$ cat src/rtl/dog_extremum_detector_defines.svh
// ----------------------------------------------------------------------------
// dog_extremum_detector_defines
// Assertion macros used by the extremum detector top level. Each macro expects
// clk and arst_n to be visible where it is used.
// ----------------------------------------------------------------------------
`ifndef DOG_EXTREMUM_DETECTOR_DEFINES_SVH
`define DOG_EXTREMUM_DETECTOR_DEFINES_SVH

// Consequent must hold in the same cycle as the antecedent.
`define DOGX_ASSERT_SAME(label, ante, cons) \
	label: assert property (@(posedge clk) disable iff (!arst_n) (ante) |-> (cons)) \
		else $error("dogx assertion failed");

// Consequent must hold in the cycle after the antecedent.
`define DOGX_ASSERT_NEXT(label, ante, cons) \
	label: assert property (@(posedge clk) disable iff (!arst_n) (ante) |=> (cons)) \
		else $error("dogx assertion failed");

`endif

$ cat src/rtl/dogx_pkg.sv
// ----------------------------------------------------------------------------
// dogx_pkg
// Shared constants, register indexes and types of the extremum detector.
// ----------------------------------------------------------------------------
package dogx_pkg;

	localparam int MAX_WIDTH      = 1024;
	localparam int MAX_HEIGHT     = 1024;
	localparam int COL_BITS       = $clog2(MAX_WIDTH);
	localparam int ROW_BITS       = $clog2(MAX_HEIGHT);
	localparam int SAMPLE_BITS    = 16;
	localparam int DIM_BITS       = 11;
	localparam int THR_BITS       = 15;
	localparam int CFG_INDEX_BITS = 2;
	localparam int CFG_DATA_BITS  = 15;
	localparam int WIN_SIZE       = 27;
	localparam int WIN_CENTRE     = 13;
	localparam int MIN_DIM        = 3;

	localparam logic [CFG_INDEX_BITS-1:0] REG_IMAGE_WIDTH        = 2'd0;
	localparam logic [CFG_INDEX_BITS-1:0] REG_IMAGE_HEIGHT       = 2'd1;
	localparam logic [CFG_INDEX_BITS-1:0] REG_CONTRAST_THRESHOLD = 2'd2;

	localparam logic [DIM_BITS-1:0] WIDTH_RESET     = 11'd640;
	localparam logic [DIM_BITS-1:0] HEIGHT_RESET    = 11'd480;
	localparam logic [THR_BITS-1:0] THRESHOLD_RESET = 15'd109;

	typedef logic signed [SAMPLE_BITS-1:0] sample_t;

	typedef struct packed {
		sample_t below;
		sample_t middle;
		sample_t above;
	} triple_t;

	// Centre position of the window once this pixel is in, and whether it is judged.
	typedef struct packed {
		logic                judge;
		logic [ROW_BITS-1:0] row;
		logic [COL_BITS-1:0] col;
	} pos_t;

endpackage

$ cat src/rtl/dogx_window.sv
// ----------------------------------------------------------------------------
// dogx_window
// 3x3x3 neighbour window and the per-neighbour comparisons against its centre.
// ----------------------------------------------------------------------------
module dogx_window import dogx_pkg::*; (
	input  logic                clk,
	input  logic                arst_n,
	input  logic                shift,
	input  triple_t             top,
	input  triple_t             mid,
	input  triple_t             fresh,
	output sample_t             centre,
	output logic [WIN_SIZE-1:0] le_flags,
	output logic [WIN_SIZE-1:0] ge_flags
);

	sample_t win_q [WIN_SIZE];
	sample_t col_in [3][3];

	// Entry order is layer*9 + row*3 + column; column 2 is the newest.
	always_comb begin
		col_in[0][0] = top.below;
		col_in[0][1] = mid.below;
		col_in[0][2] = fresh.below;
		col_in[1][0] = top.middle;
		col_in[1][1] = mid.middle;
		col_in[1][2] = fresh.middle;
		col_in[2][0] = top.above;
		col_in[2][1] = mid.above;
		col_in[2][2] = fresh.above;
	end

	always_ff @(posedge clk or negedge arst_n) begin
		if (!arst_n) begin
			for (int i = 0; i < WIN_SIZE; i++) begin
				win_q[i] <= '0;
			end
		end else if (shift) begin
			for (int l = 0; l < 3; l++) begin
				for (int r = 0; r < 3; r++) begin
					win_q[l*9 + r*3]     <= win_q[l*9 + r*3 + 1];
					win_q[l*9 + r*3 + 1] <= win_q[l*9 + r*3 + 2];
					win_q[l*9 + r*3 + 2] <= col_in[l][r];
				end
			end
		end
	end

	assign centre = win_q[WIN_CENTRE];

	always_comb begin
		for (int i = 0; i < WIN_SIZE; i++) begin
			le_flags[i] = (win_q[i] <= centre);
			ge_flags[i] = (win_q[i] >= centre);
		end
	end

endmodule

$ cat config.mk
export PLATFORM = sky130hd
export DESIGN_NAME = dogx_window
export DESIGN_NICKNAME = d
export VERILOG_FILES = /design/src/rtl/dog_extremum_detector_defines.svh /design/src/rtl/dogx_pkg.sv /design/src/rtl/dogx_window.sv
export SDC_FILE = /design/constraint.sdc
export NUM_CORES = 1
export LEC_CHECK = 0
export BUFFER_PORTS_ARGS = -buffer_cell sky130_fd_sc_hd__clkbuf_2
export CORE_MARGIN = 1
export CORE_UTILIZATION = 47
export CTS_CLUSTER_SIZE = 24
export DETAILED_ROUTE_END_ITERATION = 8
export GPL_ROUTABILITY_DRIVEN = 0
export PLACE_DENSITY = 0.63
export SLEW_MARGIN = 20
export SYNTH_ARGS = -nofsm -noshare
export SYNTH_HDL_FRONTEND = slang
export SYNTH_SLANG_ARGS = --single-unit
$ cat constraint.sdc
create_clock -name clk -period 6 [get_ports clk]
set_input_delay 0.9 -clock clk [delete_from_list [all_inputs] [get_ports clk]]
set_output_delay 0.9 -clock clk [all_outputs]
set_load 0.03 [all_outputs]
# Yosys cells after proc, flatten, opt, wreduce, memory -nomap -nowiden

Index checks and enable logic that the tools add are counted.
Widths: inputs -> output; s select.

Register bits after elaboration: 432
Output and inout port bits: 70

Order comparisons: 54

Operator list:

| cell         | count |
|---|---|
| $ge 16x16->1 | 27 |
| $le 16x16->1 | 27 |

# Depth between registers and ports, before layout

Word-level depth: 1
Gate-level depth with buffers: 8
Mapped depth without buffers: 8

# Worst setup path after synthesis

OpenSTA, ideal clock, no wires.

Path type: reg-to-output
Start point: register win_q, in the netlist centre[14]
End point: output ge_flags[26]
Arrival time: 2,626 ps
Required time: 5,100 ps
Path slack: 2,474 ps
Cell stages (with the launch flop): 9
Cell sequence: dfrtp_1 inv_1 ha_1 and3_1 nand4_1 or3_1 o221ai_1 mux2_2 nand2b_1

Word-level cells in the longest chain between the ends: 1

RTL lines:

| element                         | RTL line          | source |
|---|---|---|
| start, declared                 | dogx_window.sv:17 | `sample_t win_q [WIN_SIZE];` |
| start signal, assigned by index | dogx_window.sv:41 | `win_q[l*9 + r*3] <= win_q[l*9 + r*3 + 1];` |
| start signal, assigned by index | dogx_window.sv:42 | `win_q[l*9 + r*3 + 1] <= win_q[l*9 + r*3 + 2];` |
| start signal, assigned by index | dogx_window.sv:43 | `win_q[l*9 + r*3 + 2] <= col_in[l][r];` |
| $ge 16x16->1                    | dogx_window.sv:54 | `ge_flags[i] = (win_q[i] >= centre);` |
| end, declared                   | dogx_window.sv:14 | `output logic [WIN_SIZE-1:0] ge_flags` |

Every way passes these cells.

# Worst setup path in the final report

Same ends and word-level chain as after synthesis.

==> impl_metrics.py <==
metrics = {
    "run_status": {
        "status": "completed",
    },
    "critical_path": {
        "r2r-start": "centre[15]",
        "r2r_end": "centre[15]",
        "crit_end": "ge_flags[26]",
        "worstSetupStartpointType": "register",
        "crit_type": "register to output port",
        "cp-end-kind": "output port",
        "r2r_cells": 3,
        "critPathLaunch": "centre[14]",
        "required_ns": 5.10,
        "rrSetupSlack_ns": 4.21,
        "critical_path_arrival_ns": 4.00,
        "worstPathMaxFanout": 15,
    },
    "placement": {
        "io_buffer_count": 214,
        "dpl.cell_count": 2991,
        "dp_hpwl_um": 47300,
    },
    "power_and_ir_drop": {
        "sequentialPowerShare_pct": 37.4,
        "leakagePower_nw": 13.9,
        "p_switching_mw": 3.33,
        "peakVddDrop_uv": 256,
        "power_frac_clock_pct": 31.8,
        "power_density_nw_per_um2": 338,
        "p_int_mw": 6.55,
        "combPwrFrac_pct": 30.9,
        "swShare_pct": 33.7,
    },
    "timing": {
        "setup_viol": 0,
        "slew_headroom_pct": 34.4,
        "max_freq_mhz": 204,
        "fin_crit_ns": 4.90,
        "slew_violations": 0,
        "max_slew.worst_pin.slew_ns": 0.982,
        "tns_ns": 0,
        "rsz0062_at_grt": "no",
        "finClkSkew_ns": 0.0112,
        "fin_crit_sh_pct": 81.6,
        "finalHoldViolCount": 0,
    },
    "logic_synthesis": {
        "yosys.area.top_type": "dfrtp_1",
        "ys_seq_area_share_pct": 42.1,
        "yosysWarnings": 0,
        "synth_top_area_share_pct": 42.1,
        "syn_area_um2": 25700,
        "synth_area_leaders": "dfrtp_1 (42%), ha_1 (20%), mux2_2 (17%), a21o_1 (2.1%), a21oi_1 (1.9%)",
        "synth-seq-cells": 432,
        "synth_cells": 2127,
        "synth_cell_type_count": 42,
        "avgSynthCellArea_um2": 12.1,
    },
    "die": {
        "core_area_um2": 53900,
        "pin_count": 217,
        "die-area_um2": 55600,
        "start_util_pct": 47.6,
        "die_h_um": 236,
        "rows": 85,
        "die_w_um": 236,
    },
    "clock_tree": {
        "clk_pin_slew_ns": 0.06,
        "clock-root-buffer": "clkbuf_16",
        "clockBufferDepth": 3,
        "worstSkewPairLatency_ns": 0.58,
        "holdBufCountCts": 0,
        "cts_tree": "done",
        "post_cts_resized": 0,
        "clkSinkCount": 432,
        "numCtsBuffers": 50,
        "cts_setup_buffers": 0,
        "htreeDepth": 2,
    },
    "drt": {
        "drcViolationCount": 0,
        "routed_wl_um": 65300,
        "via_per_inst": 5.76,
        "drtPass1Iterations": 5,
        "drt_iter0_drc": 884,
        "postRouteAntennaNets": 0,
        "vias": 17755,
        "wl_per_cell_um": 21.2,
    },
    "global_routing": {
        "grt_pass1_wl_um": 104000,
        "grt_max_degree": 161,
        "grt_pass1_vias": 18459,
        "grt_usage_pct": 23.8,
        "overflow": 0,
        "antenna_found_initial": 1,
    },
    "final_layout": {
        "drive_gt1_share_pct": 31.3,
        "nFillCells": 4573,
        "n_antenna_cell": 0,
        "nets": 2910,
        "fin_cells": 3081,
        "area_growth_pct": 13.8,
    },
    "hold_path": {
        "hp-class": "input pin to async pin",
    },
    "run": {
        "drv_cap": 0,
    },
}
cell usage in the layout (no fill, tap or decap), drive strengths merged:
master   Yosys  final
dfrtp      432    432
ha         416    416
mux2       392    392
clkbuf      37    286
nand2      111    111
a21oi       98     98
inv         82     82
a21o        73     73
nand4       58     58
o21ai       57     57
nor2        35     35
and3        34     34
nand3       26     26
nor2b       26     26
buf         34     26
nor3        25     25
mux2i       22     22
a211oi      20     20
o221ai      20     20
or3         19     19
o2111ai     17     17
a22oi       17     17
nand4b      17     17
a31o        16     16
clkinv       0     12
nand2b       9      9
nor4         9      9
o211ai       4      4
a211o        4      4
bufinv       0      4
a311oi       3      3
a22o         2      2
and4         2      2
o21a         2      2
o2111a       2      2
a221o        2      2
conb         1      2
a31oi        1      1
a2111o       1      1
or2          1      1
logic make-up after synthesis:
family / synth area share, %
compound gates: 8.76
fa+ha+maj: 20.3
buf+inv: 2.57
flops: 42.1
mux: 18.0
other cells: 0.0146
simple gates: 8.27
how the worst min path moves through the flow:
stage          slack (ns)  startpoint         end  cells past startpoint
2_1_floorplan        0.45   win_q[96]  win_q[112]                      2
5_1_grt              0.41      arst_n  win_q[110]                      1
6_report             0.35      arst_n   win_q[96]                      1
3_5_place_dp         0.47    win_q[0]   win_q[16]                      2
4_1_cts              0.37      arst_n   win_q[96]                      1
3_3_place_gp         0.46    win_q[0]   win_q[16]                      2
Yosys cell counts, drive strengths merged:
cell type  instances
o221ai            20
a211oi            20
or3               19
a22oi             17
ha               416
a2111o             1
dfrtp            432
nand3             26
nor2b             26
a311oi             3
o21ai             57
o2111a             2
nand2            111
o21a               2
o211ai             4
clkbuf            37
and4               2
o2111ai           17
nand4b            17
buf               34
a31o              16
a21oi             98
a31oi              1
nand4             58
a211o              4
nor4               9
and3              34
mux2i             22
or2                1
nand2b             9
mux2             392
nor2              35
nor3              25
a221o              2
inv               82
a22o               2
a21o              73
conb               1
sequential cells by signal (all words and copies together), names as in the netlist:
signal and flops:
centre 16, win_q 416
metal layers:
| layer | global-route usage, % | part of all wire [%] | vias to the layer above |
|---|---|---|---|
| met4 | 7.70 | 2.6 | 0 |
| met2 | 38.8 | 47 | 339 |
| met5 | 0 | 0 | - |
| met3 | 3.48 | 4.0 | 105 |
| li1 | - | - | 8409 |
| met1 | 32.6 | 47 | 8902 |
critical path, cell delays in order, from the launching register on:
cell      delay (ns)
dfrtp_1         0.38
inv_1           0.60
buf_4           0.40
ha_1            0.20
and3_1          0.21
nand4_1         0.19
or3_1           0.44
o221ai_1        0.25
mux2_2          0.41
nand2b_1        0.15
clkbuf_2        0.18
layout make-up:
type                            count  area [µm²]  area share, %
Clock buffer                       74        1510           5.18
Clock inverter                     16         184          0.629
Inverter                           82         308           1.05
Multi-Input combinational cell   1543       14200           48.7
Sequential cell                   432       10800           37.0
Tap cell                          696         871           2.98
Timing Repair Buffer              238        1320           4.52
through the flow:
stage | util (%) | instance area [µm²] | hold WS [ns] | total power [mW] | setup WS [ns]
floorplan | - | 25700 | 0.450 | 5.78 | 2.47
global placement | 51.1 | 27500 | 0.462 | 6.66 | 1.90
detailed placement | 51.1 | 27500 | 0.469 | 6.78 | 1.77
CTS | 54.2 | 29200 | 0.367 | 9.98 | 1.06
global route | 54.2 | 29200 | 0.407 | 10.5 | 0.953
finish | 54.2 | 29200 | 0.355 | 9.88 | 1.10
power by group through the flow:
stage | Sequential [mW] | Clock, mW | Combinational, mW
after floorplan | 3.59 | 0 | 2.19
after global placement | 3.72 | 0 | 2.94
after detailed placement | 3.74 | 0 | 3.04
after CTS | 3.69 | 3.22 | 3.07
after global routing | 3.75 | 3.34 | 3.40
final | 3.69 | 3.14 | 3.05
Note: power is estimated with default switching activity, not from simulation.
