`src/rtl/dog_extremum_detector_defines.svh`:
```
// ----------------------------------------------------------------------------
// dog_extremum_detector_defines
// Assertion macros used by the extremum detector top level. Each macro expects
// clk and arst_n to be visible where it is used.
// ----------------------------------------------------------------------------
`ifndef DOG_EXTREMUM_DETECTOR_DEFINES_SVH
`define DOG_EXTREMUM_DETECTOR_DEFINES_SVH

// Consequent must hold in the same cycle as the antecedent.
`define DOGX_ASSERT_SAME(label, ante, cons) \
	label: assert property (@(posedge clk) disable iff (!arst_n) (ante) |-> (cons)) \
		else $error("dogx assertion failed");

// Consequent must hold in the cycle after the antecedent.
`define DOGX_ASSERT_NEXT(label, ante, cons) \
	label: assert property (@(posedge clk) disable iff (!arst_n) (ante) |=> (cons)) \
		else $error("dogx assertion failed");

`endif

```
`src/rtl/dogx_pkg.sv`:
```
// ----------------------------------------------------------------------------
// dogx_pkg
// Shared constants, register indexes and types of the extremum detector.
// ----------------------------------------------------------------------------
package dogx_pkg;

	localparam int MAX_WIDTH      = 1024;
	localparam int MAX_HEIGHT     = 1024;
	localparam int COL_BITS       = $clog2(MAX_WIDTH);
	localparam int ROW_BITS       = $clog2(MAX_HEIGHT);
	localparam int SAMPLE_BITS    = 16;
	localparam int DIM_BITS       = 11;
	localparam int THR_BITS       = 15;
	localparam int CFG_INDEX_BITS = 2;
	localparam int CFG_DATA_BITS  = 15;
	localparam int WIN_SIZE       = 27;
	localparam int WIN_CENTRE     = 13;
	localparam int MIN_DIM        = 3;

	localparam logic [CFG_INDEX_BITS-1:0] REG_IMAGE_WIDTH        = 2'd0;
	localparam logic [CFG_INDEX_BITS-1:0] REG_IMAGE_HEIGHT       = 2'd1;
	localparam logic [CFG_INDEX_BITS-1:0] REG_CONTRAST_THRESHOLD = 2'd2;

	localparam logic [DIM_BITS-1:0] WIDTH_RESET     = 11'd640;
	localparam logic [DIM_BITS-1:0] HEIGHT_RESET    = 11'd480;
	localparam logic [THR_BITS-1:0] THRESHOLD_RESET = 15'd109;

	typedef logic signed [SAMPLE_BITS-1:0] sample_t;

	typedef struct packed {
		sample_t below;
		sample_t middle;
		sample_t above;
	} triple_t;

	// Centre position of the window once this pixel is in, and whether it is judged.
	typedef struct packed {
		logic                judge;
		logic [ROW_BITS-1:0] row;
		logic [COL_BITS-1:0] col;
	} pos_t;

endpackage

```
`src/rtl/dogx_raster.sv`:
```
// ----------------------------------------------------------------------------
// dogx_raster
// Raster position tracking: column and row counters with frame restart.
// ----------------------------------------------------------------------------
module dogx_raster import dogx_pkg::*; (
	input  logic                clk,
	input  logic                arst_n,
	input  logic                advance,
	input  logic                frame_start,
	input  logic [DIM_BITS-1:0] width_cfg,
	input  logic [DIM_BITS-1:0] height_cfg,
	output logic [COL_BITS-1:0] col,
	output logic                bank,
	output pos_t                pos
);

	logic [COL_BITS-1:0] col_q;
	logic [ROW_BITS-1:0] row_q;
	logic [DIM_BITS-1:0] w_eff;
	logic [DIM_BITS-1:0] h_eff;
	logic [COL_BITS-1:0] col_cur;
	logic [ROW_BITS-1:0] row_cur;
	logic [DIM_BITS-1:0] col_inc;
	logic [DIM_BITS-1:0] row_inc;
	logic [COL_BITS-1:0] col_next;
	logic [ROW_BITS-1:0] row_next;

	always_comb begin
		priority if (width_cfg < DIM_BITS'(MIN_DIM)) begin
			w_eff = DIM_BITS'(MIN_DIM);
		end else if (width_cfg > DIM_BITS'(MAX_WIDTH)) begin
			w_eff = DIM_BITS'(MAX_WIDTH);
		end else begin
			w_eff = width_cfg;
		end
		priority if (height_cfg < DIM_BITS'(MIN_DIM)) begin
			h_eff = DIM_BITS'(MIN_DIM);
		end else if (height_cfg > DIM_BITS'(MAX_HEIGHT)) begin
			h_eff = DIM_BITS'(MAX_HEIGHT);
		end else begin
			h_eff = height_cfg;
		end
	end

	// A narrowed frame can leave the counters past the new edge; they wrap then.
	always_comb begin
		if (frame_start || DIM_BITS'(col_q) >= w_eff) begin
			col_cur = '0;
		end else begin
			col_cur = col_q;
		end
		if (frame_start || DIM_BITS'(row_q) >= h_eff) begin
			row_cur = '0;
		end else begin
			row_cur = row_q;
		end
		col_inc = DIM_BITS'(col_cur) + DIM_BITS'(1);
		row_inc = DIM_BITS'(row_cur) + DIM_BITS'(1);
		if (col_inc >= w_eff) begin
			col_next = '0;
			row_next = (row_inc >= h_eff) ? '0 : row_inc[ROW_BITS-1:0];
		end else begin
			col_next = col_inc[COL_BITS-1:0];
			row_next = row_cur;
		end
	end

	always_ff @(posedge clk or negedge arst_n) begin
		if (!arst_n) begin
			col_q <= '0;
			row_q <= '0;
		end else if (advance) begin
			col_q <= col_next;
			row_q <= row_next;
		end
	end

	assign col       = col_cur;
	assign bank      = row_cur[0];
	assign pos.judge = (row_cur >= ROW_BITS'(2)) && (col_cur >= COL_BITS'(2));
	assign pos.row   = row_cur - ROW_BITS'(1);
	assign pos.col   = col_cur - COL_BITS'(1);

endmodule

```
`config.mk`:
```
export PLATFORM = sky130hd
export DESIGN_NAME = dogx_raster
export DESIGN_NICKNAME = d
export VERILOG_FILES = /design/src/rtl/dog_extremum_detector_defines.svh /design/src/rtl/dogx_pkg.sv /design/src/rtl/dogx_raster.sv
export SDC_FILE = /design/constraint.sdc
export NUM_CORES = 1
export LEC_CHECK = 0
export ABC_AREA = 1
export BUFFER_PORTS_ARGS = -buffer_cell sky130_fd_sc_hd__buf_2
export CAP_MARGIN = 20
export CORE_AREA = 2 2 84 86
export CTS_BUF_LIST = sky130_fd_sc_hd__clkbuf_4 sky130_fd_sc_hd__clkbuf_8
export DETAILED_ROUTE_END_ITERATION = 7
export DIE_AREA = 0 0 86 88
export GPL_ROUTABILITY_DRIVEN = 0
export PLACE_DENSITY = 0.73
export REMOVE_ABC_BUFFERS = 1
export SYNTH_ARGS = -nofsm -noshare
export SYNTH_HDL_FRONTEND = slang
export SYNTH_SLANG_ARGS = --single-unit
```
`constraint.sdc`:
```
create_clock -name clk -period 3.8 [get_ports clk]
set_input_delay 0.38 -clock clk [delete_from_list [all_inputs] [get_ports clk]]
set_output_delay 0.38 -clock clk [all_outputs]
set_load 0.1 [all_outputs]
```
==> impl_metrics.py, run 1 <==
metrics = {
    "outcome": {
        "outcome": "stopped before the end",
        "stop_stage": "global routing (5_1_grt)",
        "error_line": "[ERROR GRT-0232] Routing congestion too high. Check the congestion heatmap in the GUI.",
    },
    "yosys": {
        "seq_area_frac_synth": 0.156,
        "yosysMostFrequentCell": "nand2_1",
        "synthMuxAreaShare": 0,
        "synth_warnings": 0,
        "syn_avg_cell_area_um2": 6.39,
        "yosysUniqueCellTypes": 40,
        "synth_area_um2": 3200,
        "synth_top_cell_by_area": "ha_1",
        "synth_xor_area_frac": 0.0352,
        "synthArstFlopShare": 1.00,
        "yosys.area_share.adder": 0.188,
        "synth-simple-area-share": 0.421,
        "synth_top_family_by_area": "simple AND/OR/NAND/NOR gates",
        "synth_top_area_share": 0.188,
        "synth_compound_area_frac": 0.102,
        "synth_cells": 501,
        "synth_seq_cells": 20,
        "synth_edf_count": 0,
        "yosys_most_used_dff": "dfrtp_1",
        "yosys-top-cells-area": "ha_1 (19%), nand2_1 (18%), dfrtp_1 (16%), inv_1 (8.7%), nand3_1 (5.6%)",
        "netlist_top_cells_count": "nand2_1 (153), inv_1 (74), ha_1 (48), nand3_1 (36), nor2_1 (33)",
    },
    "cts": {
        "root_buffer": "clkbuf_8",
        "cts.sinks": 20,
        "numCtsBuffers": 3,
        "holdBufCountCts": 0,
        "htreeDepth": 1,
        "clockBufferDepth": 2,
    },
    "floorplan": {
        "io_pins": 58,
        "die_h_um": 88,
        "die_w_um": 86,
        "start_util": 0.482,
        "fp-row-count": 30,
    },
    "sta": {
        "grt_repair_worst_endpoint": "row_q[1]$_DFFE_PN0P_/D",
        "endpoint_type": "register input",
    },
    "placement": {
        "port_buffers": 57,
        "dpl.hpwl_mm": 9.44,
        "dpl_cell_area_um2": 4890,
    },
    "global_route": {
        "overflow": 20,
        "grt_max_degree": 21,
        "grt_use_total": 0.644,
    },
}
## metrics by stage
step                      setup TNS [ns]  cells  worst slack [ns]
after floorplan                   -41.16    500             -1.65
after global placement            -14.10    759            -0.734
after detailed placement          -21.46    759             -1.03
after CTS                          -5.97    790            -0.370
## per-layer routing
layer / global-route usage / GRT overflow
met5: 0.0195 / 0
met4: 0.736 / 8
met2: 0.891 / 11
met1: 0.598 / 1
met3: 0.421 / 0
## timing repair
action	4_1_cts
gates resized for setup	114
endpoints found under the setup margin	34
pin swaps	46
setup buffers	28
## cells by family after synthesis
kind of cell	Yosys count
buffers and inverters	83
adders and majority gates	48
xor gates and xnor gates	12
and+or+nand+nor	283
AOI/OAI and AO/OA	55
DFF	20
==> run 2: changes to the inputs <==
CORE_AREA = 2 2 99 101   (was 2 2 84 86)
CTS_BUF_LIST = not set   (was sky130_fd_sc_hd__clkbuf_4 sky130_fd_sc_hd__clkbuf_8)
DIE_AREA = 0 0 101 103   (was 0 0 86 88)
PLACE_DENSITY = not set   (was 0.73)
PLACE_DENSITY_LB_ADDON = 0.15   (was not set)
clock period = 4.9 ns   (was 3.8 ns; I/O delays follow)
==> impl_metrics.py, run 2 <==
metrics = {
    "outcome": {
        "outcome": "completed",
    },
    "yosys": {
        "yosysMostFrequentCell": "nand2_1",
        "yosys-top-cells-area": "ha_1 (19%), nand2_1 (18%), dfrtp_1 (16%), inv_1 (8.7%), nand3_1 (5.6%)",
        "seq_area_frac_synth": 0.156,
        "synth_edf_count": 0,
        "synthArstFlopShare": 1.00,
        "syn_avg_cell_area_um2": 6.39,
        "netlist_top_cells_count": "nand2_1 (153), inv_1 (74), ha_1 (48), nand3_1 (36), nor2_1 (33)",
        "synth_warnings": 0,
        "synth_top_cell_by_area": "ha_1",
        "yosys_most_used_dff": "dfrtp_1",
        "synth_area_um2": 3200,
        "synth_cells": 501,
        "synth_top_area_share": 0.188,
        "synth_seq_cells": 20,
        "yosysUniqueCellTypes": 40,
    },
    "global_route": {
        "use_met3": 0.0197,
        "grt_pass1_vias": 3302,
        "grt_use_met2": 0.379,
        "grt_pass1_wl_mm": 15.7,
        "grt_busiest_layer": "met2",
        "grt_util_met1": 0.222,
        "antenna_found_initial": 0,
        "grt_max_degree": 21,
        "overflow": 0,
        "grt_use_total": 0.189,
    },
    "critical_path": {
        "cp-end-kind": "register",
        "required_ns": 5.06,
        "timing_worst_setup_path_type": "in -> reg",
        "startpoint_type": "primary input",
        "cp.arrival_ns": 4.58,
        "crit_path_max_incr_delay_ns": 0.32,
        "slowest_stage": "ha_1",
        "crit_fanout": 7,
    },
    "floorplan": {
        "fp-row-count": 36,
        "die_area_um2": 10400,
        "die_w_um": 101,
        "start_util": 0.338,
        "die_h_um": 103,
        "io_pins": 58,
        "core_um2": 9460,
    },
    "sta": {
        "setup_ws_ns": 0.483,
        "layout_min_cycle_time_ns": 4.42,
        "worstMarginPinSlew_ns": 0.492,
        "finalCritPeriodShare": 0.901,
        "max_freq_mhz": 226,
        "drv_slew": 0,
        "fin_skew_ns": 0.0118,
        "finalHoldViolations": 0,
        "tns_ns": 0,
        "relSlewSlack": 0.674,
        "setup_violations": 0,
    },
    "routing": {
        "vias": 3425,
        "drt-total-wl_mm": 9.56,
        "viasPerCell": 4.96,
        "drc": 0,
        "drtPass1Iterations": 5,
        "drt_iter0_drc": 99,
        "avgRoutedWirePerCell_um": 13.8,
        "final_antenna_net_count": 0,
    },
    "cts": {
        "holdBufCountCts": 0,
        "clockBufferDepth": 2,
        "cts.sinks": 20,
        "numCtsBuffers": 3,
        "cts.clk_slew.worst_paths_ns": 0.08,
        "cts_tree": "yes",
        "htreeDepth": 1,
        "root_buffer": "clkbuf_8",
        "clk_latency_ns": 0.27,
    },
    "worst_hold_path": {
        "hp-class": "in -> async",
    },
    "placement": {
        "dpl.hpwl_mm": 8.34,
        "dp_slack_ns": -0.115,
        "dpl_cell_area_um2": 3750,
        "port_buffers": 57,
    },
    "layout": {
        "drive_gt1_frac": 0.225,
        "mostFrequentLayoutCell": "nand2_1",
        "antenna_cells": 0,
        "final_nets": 652,
        "final_cell_mix": "nand2_1 (153), inv_1 (73), buf_2 (57)",
        "syn_to_final_growth_pct": 20.7,
        "reg_top3": "col_q (10), row_q (10)",
        "fin_util": 0.409,
        "nFillCells": 1049,
        "design_area_um2": 3860,
    },
    "power_and_ir_drop": {
        "sequentialPowerShare": 0.210,
        "vdd_drop_max_mv": 0.327,
        "pwr-share-clk": 0.195,
        "finalPower_mw": 0.854,
        "p_leak_nw": 2.23,
        "combinationalPowerShare": 0.595,
        "p_int_mw": 0.386,
        "sw_frac_of_total": 0.548,
        "p_sw_mw": 0.468,
        "powerDensity_nw_per_um2": 221,
    },
    "run": {
        "maxCapViolCount": 0,
    },
}
-- run 2: cell counts after synthesis --
No cell type changed its count.
-- run 2: stage by stage --
stage                     hold WS [ns]  cells
after CTS                        0.177    691
after detailed placement         0.470    687
final                            0.165    691
after floorplan                  0.194    500
after global routing             0.199    691
after global placement           0.468    687
-- run 2: timing repair --
item	CTS	global route
setup endpoints to repair	0	22
buffers inserted	0	0
gates resized for setup	0	11
-- run 2: power by group through the flow --
stage / combinational [mW] / clock, mW / sequential (mW)
after detailed placement: 0.507 / 0 / 0.183
final: 0.508 / 0.167 / 0.180
after CTS: 0.508 / 0.170 / 0.180
after global placement: 0.504 / 0 / 0.183
after floorplan: 0.399 / 0 / 0.179
after global routing: 0.544 / 0.181 / 0.180
-- run 2: per-layer routing --
| metal | vias up | part of all wire |
|---|---|---|
| met1 | 1566 | 0.43 |
| met5 | - | 0 |
| met4 | 0 | 0.0091 |
| met3 | 10 | 0.029 |
| met2 | 61 | 0.53 |
| li1 | 1788 | - |
-- run 2: worst max-delay path, delay by kind of cell --
kind | cells | cell delay, ns
AO/OA/AOI/OAI | 4 | 0.67
adder cells (fa/ha/maj) | 3 | 0.79
AND/OR/NAND/NOR | 20 | 2.12
buffers and inverters | 7 | 0.49
-- run 2: area by class of cell --
class | instances | area (um2) | area share
multi-input combinational | 398 | 2430 | 0.630
clock buffer | 3 | 41.3 | 0.0107
inverter | 82 | 310 | 0.0803
clock inverter | 1 | 30.0 | 0.00777
sequential | 20 | 500 | 0.129
timing repair buffer | 73 | 405 | 0.105
tap | 114 | 143 | 0.0369
-- run 2: kinds of logic after synthesis --
family	share of synthesized area
buf+inv	0.0981
xor+xnor	0.0352
simple gates	0.421
compound gates	0.102
fa+ha+maj	0.188
flops	0.156
-- run 2: worst paths after layout --
kind,from,to,slack (ns),cells after the start
worst min register to register,col_q[8],col_q[8],0.58,2
max in group asynchronous,arst_n,col_q[1],4.39,1
min in group clk,advance,row_q[0],0.54,2
worst min-delay path,arst_n,row_q[7],0.17,1
worst max register to register,col_q[7],row_q[9],1.06,27
worst max-delay path,width_cfg[6],row_q[9],0.48,34
Power figures use the tool's default switching activity.
==> run 3: changes to the inputs <==
BUFFER_PORTS_ARGS = -buffer_cell sky130_fd_sc_hd__clkbuf_2   (was -buffer_cell sky130_fd_sc_hd__buf_2)
==> impl_metrics.py, run 3 (synthesis results as in run 2) <==
metrics = {
    "sta": {
        "finalHoldViolations": 0,
        "setup_ws_ns": 0.506,
        "finalCritPeriodShare": 0.897,
        "rsz0062_at_grt": "no",
        "relSlewSlack": 0.628,
        "layout_min_cycle_time_ns": 4.39,
        "setup_violations": 0,
        "fin_skew_ns": 0.00302,
        "worstMarginPinSlew_ns": 0.559,
        "drv_slew": 0,
        "max_freq_mhz": 228,
    },
    "layout": {
        "drive_gt1_frac": 0.227,
        "syn_to_final_growth_pct": 20.3,
        "design_area_um2": 3850,
        "nFillCells": 1034,
        "mostFrequentLayoutCell": "nand2_1",
        "antenna_cells": 0,
        "final_cell_mix": "nand2_1 (153), inv_1 (73), clkbuf_2 (53)",
        "reg_top3": "col_q (10), row_q (10)",
        "final_nets": 652,
    },
    "outcome": {
        "outcome": "completed",
    },
    "cts": {
        "numCtsBuffers": 3,
        "htreeDepth": 1,
        "holdBufCountCts": 0,
        "clockBufferDepth": 2,
        "cts.clk_slew.worst_paths_ns": 0.08,
        "root_buffer": "clkbuf_8",
        "cts_tree": "yes",
        "clk_latency_ns": 0.26,
        "cts.sinks": 20,
    },
    "global_route": {
        "antenna_found_initial": 0,
        "grt_pass1_wl_mm": 15.7,
        "grt_use_total": 0.191,
        "overflow": 0,
        "grt_pass1_vias": 3357,
        "grt_max_degree": 21,
    },
    "routing": {
        "drc": 0,
        "drt-total-wl_mm": 9.58,
        "avgRoutedWirePerCell_um": 13.9,
        "drt_iter0_drc": 62,
        "drtPass1Iterations": 4,
        "vias": 3405,
        "final_antenna_net_count": 0,
        "viasPerCell": 4.93,
    },
    "power_and_ir_drop": {
        "p_int_mw": 0.352,
        "sequentialPowerShare": 0.218,
        "p_leak_nw": 2.24,
        "p_sw_mw": 0.469,
        "combinationalPowerShare": 0.625,
        "vdd_drop_max_mv": 0.240,
        "sw_frac_of_total": 0.571,
        "powerDensity_nw_per_um2": 213,
        "pwr-share-clk": 0.157,
    },
    "floorplan": {
        "start_util": 0.338,
        "core_um2": 9460,
        "io_pins": 58,
        "die_area_um2": 10400,
        "fp-row-count": 36,
        "die_w_um": 101,
        "die_h_um": 103,
    },
    "placement": {
        "port_buffers": 57,
        "dpl.hpwl_mm": 8.46,
        "dp_slack_ns": -0.0604,
        "dpl_cell_area_um2": 3760,
    },
    "critical_path": {
        "timing_worst_setup_path_type": "in -> reg",
        "cp-end-kind": "register",
        "startpoint_type": "primary input",
        "crit_path_max_incr_delay_ns": 0.32,
        "rrSetupSlack_ns": 1.04,
        "cp_common_cell": "nand2_1",
        "required_ns": 5.05,
        "slowest_stage": "ha_1",
        "cp.arrival_ns": 4.55,
        "crit_fanout": 6,
    },
    "run": {
        "maxCapViolCount": 0,
    },
    "worst_hold_path": {
        "hp-class": "in -> async",
    },
}
==> run 3: cell type report <==
type	instances	area, um2	area share
inverters	82	310	0.0805
multi-input cells	398	2430	0.630
clock buffers	4	55.1	0.0143
repair buffers	73	415	0.108
flip-flops and latches	20	500	0.130
well taps	114	143	0.0370
==> run 3: path summary, 6_finish.rpt <==
kind,startpoint,endpoint,depth (start not counted)
setup / recovery,width_cfg[6],row_q[9],34
hold / removal,arst_n,row_q[6],1
setup reg to reg,row_q[7],row_q[4],25
hold reg to reg,row_q[8],row_q[8],2
max in group asynchronous,arst_n,col_q[5],1
min in group clk,advance,col_q[4],2
==> run 3: power groups by stage <==
stage | clock network, mW | registers, mW | logic, mW
finish | 0.129 | 0.179 | 0.513
global route | 0.140 | 0.180 | 0.550
CTS | 0.131 | 0.179 | 0.515
detailed placement | 0 | 0.183 | 0.513
global placement | 0 | 0.183 | 0.509
floorplan | 0 | 0.179 | 0.399
==> run 3: routing by layer <==
layer | GRT usage | part of all wire | vias to the layer above
met5 | 0 | 0 | -
met4 | 0.0541 | 0.030 | 0
met3 | 0.0224 | 0.026 | 19
met2 | 0.368 | 0.51 | 66
met1 | 0.221 | 0.44 | 1520
li1 | - | - | 1800
==> run 3: timing repair <==
item,in CTS,in global routing
resized for setup,0,11
endpoints found under the setup margin,0,20
buffers inserted,0,0
==> run 3: per-stage QoR <==
step                      cells  TNS (ns)  power, mW  utilization  hold slack [ns]
after global routing        691         0      0.869        0.407            0.227
after detailed placement    687    -0.375      0.696        0.397            0.497
after global placement      687         0      0.692        0.397            0.487
after floorplan             500     -9.35      0.578            -            0.194
final                       691         0      0.821        0.407            0.205
after CTS                   691         0      0.825        0.403            0.212
==> run 3: worst max-delay path, delay by kind of cell <==
kind,cells,cell delay (ns)
simple gates,21,2.12
compound gates,4,0.72
fa+ha+maj,2,0.61
buf+inv,7,0.60
==> run 4: changes to the inputs <==
RECOVER_POWER = 25   (was not set)
==> impl_metrics.py, run 4 (synthesis results as in run 2) <==
metrics = {
    "power_and_ir_drop": {
        "sequentialPowerShare": 0.218,
        "p_leak_nw": 2.24,
        "pwr-share-clk": 0.157,
        "combinationalPowerShare": 0.625,
        "sw_frac_of_total": 0.571,
        "p_sw_mw": 0.469,
        "vdd_drop_max_mv": 0.240,
        "powerDensity_nw_per_um2": 213,
        "p_int_mw": 0.352,
    },
    "sta": {
        "drv_slew": 0,
        "setup_ws_ns": 0.506,
        "setup_violations": 0,
        "finalCritPeriodShare": 0.897,
        "relSlewSlack": 0.195,
        "rsz0062_at_grt": "no",
        "finalHoldViolations": 0,
        "worstMarginPinSlew_ns": 1.21,
        "layout_min_cycle_time_ns": 4.39,
        "tns_ns": 0,
        "fin_skew_ns": 0.00302,
        "max_freq_mhz": 228,
    },
    "routing": {
        "drt-total-wl_mm": 9.57,
        "vias": 3406,
        "avgRoutedWirePerCell_um": 13.9,
        "drtPass1Iterations": 4,
        "viasPerCell": 4.93,
        "final_antenna_net_count": 0,
        "drc": 0,
        "drt_iter0_drc": 62,
    },
    "run": {
        "maxCapViolCount": 0,
    },
    "cts": {
        "cts.clk_slew.worst_paths_ns": 0.08,
        "cts_tree": "yes",
        "post_cts_buffers": 0,
        "cts_resized": 0,
        "numCtsBuffers": 3,
        "holdBufCountCts": 0,
        "root_buffer": "clkbuf_8",
        "htreeDepth": 1,
        "cts.sinks": 20,
        "clk_latency_ns": 0.26,
        "clockBufferDepth": 2,
    },
    "outcome": {
        "outcome": "completed",
    },
    "critical_path": {
        "cp.arrival_ns": 4.55,
        "timing_worst_setup_path_type": "in -> reg",
        "cp_common_cell": "nand2_1",
        "reg2reg_depth": 25,
        "crit_fanout": 6,
        "crit_path_max_incr_delay_ns": 0.32,
        "required_ns": 5.05,
        "cp-end-kind": "register",
        "slowest_stage": "ha_1",
        "startpoint_type": "primary input",
    },
    "global_route": {
        "overflow": 0,
        "antenna_found_initial": 0,
        "grt_pass1_vias": 3357,
        "grt_max_degree": 21,
        "grt_use_total": 0.191,
        "grt_pass1_wl_mm": 15.7,
    },
    "floorplan": {
        "fp-row-count": 36,
        "core_um2": 9460,
        "io_pins": 58,
        "start_util": 0.338,
        "die_area_um2": 10400,
        "die_h_um": 103,
        "die_w_um": 101,
    },
    "placement": {
        "port_buffers": 57,
        "dpl.hpwl_mm": 8.46,
        "dp_slack_ns": -0.0604,
    },
    "layout": {
        "reg_top3": "col_q (10), row_q (10)",
        "antenna_cells": 0,
        "final_nets": 652,
        "drive_gt1_frac": 0.225,
        "mostFrequentLayoutCell": "nand2_1",
        "final_cell_mix": "nand2_1 (153), inv_1 (73), clkbuf_2 (52)",
        "syn_to_final_growth_pct": 20.3,
    },
    "worst_hold_path": {
        "hp-class": "in -> async",
    },
}
## run 4: cell counts in the layout (fill, tap and decap cells not counted)
Identical to the previous run, type by type.
## run 4: worst paths after layout
| kind | from | endpoint | slack (ns) |
|---|---|---|---|
| worst max-delay path | width_cfg[6] | row_q[9] | 0.51 |
| worst min-delay path | arst_n | row_q[6] | 0.46 |
| worst max register to register | row_q[7] | row_q[4] | 1.04 |
| worst min register to register | row_q[8] | row_q[8] | 0.59 |
| max in group asynchronous | arst_n | col_q[5] | 3.73 |
| min in group clk | advance | col_q[4] | 0.56 |
## run 4: layout make-up
cell class / count / area [um2]
fillers: 1033 / 5610
multi-input cells: 398 / 2430
flip-flops and latches: 20 / 500
repair buffers: 73 / 414
inverters: 82 / 310
well taps: 114 / 143
clock buffers: 4 / 55.1
## run 4: routing by layer
layer | share of wire | vias up | track usage | wire [um]
met4 | 0.030 | 0 | 0.0541 | 291
met5 | 0 | - | 0 | 0
li1 | - | 1800 | - | -
met3 | 0.026 | 19 | 0.0224 | 250
met2 | 0.51 | 66 | 0.368 | 4840
met1 | 0.44 | 1521 | 0.221 | 4190
## run 4: stage by stage
| stage | power [mW] | instances | utilization | hold slack, ns | cell area [um2] |
|---|---|---|---|---|---|
| 6_report | 0.821 | 691 | 0.407 | 0.456 | 3850 |
| 5_1_grt | 0.869 | 691 | 0.407 | 0.519 | 3850 |
| 4_1_cts | 0.825 | 691 | 0.403 | 0.212 | 3810 |
| 3_5_place_dp | 0.696 | 687 | 0.397 | 0.497 | 3760 |
| 3_3_place_gp | 0.692 | 687 | 0.397 | 0.487 | 3760 |
| 2_1_floorplan | 0.578 | 500 | - | 0.194 | 3200 |
## run 4: power by group through the flow
stage / Combinational, mW / Clock, mW / Sequential (mW)
after floorplan: 0.399 / 0 / 0.179
after global placement: 0.509 / 0 / 0.183
after detailed placement: 0.513 / 0 / 0.183
after CTS: 0.515 / 0.131 / 0.179
after global routing: 0.549 / 0.140 / 0.180
final: 0.513 / 0.129 / 0.179
## run 4: worst max-delay path: cells and delay by family
family	cells	cell delay, ns
compound gates	4	0.72
fa+ha+maj	2	0.61
buf+inv	7	0.60
simple gates	21	2.12
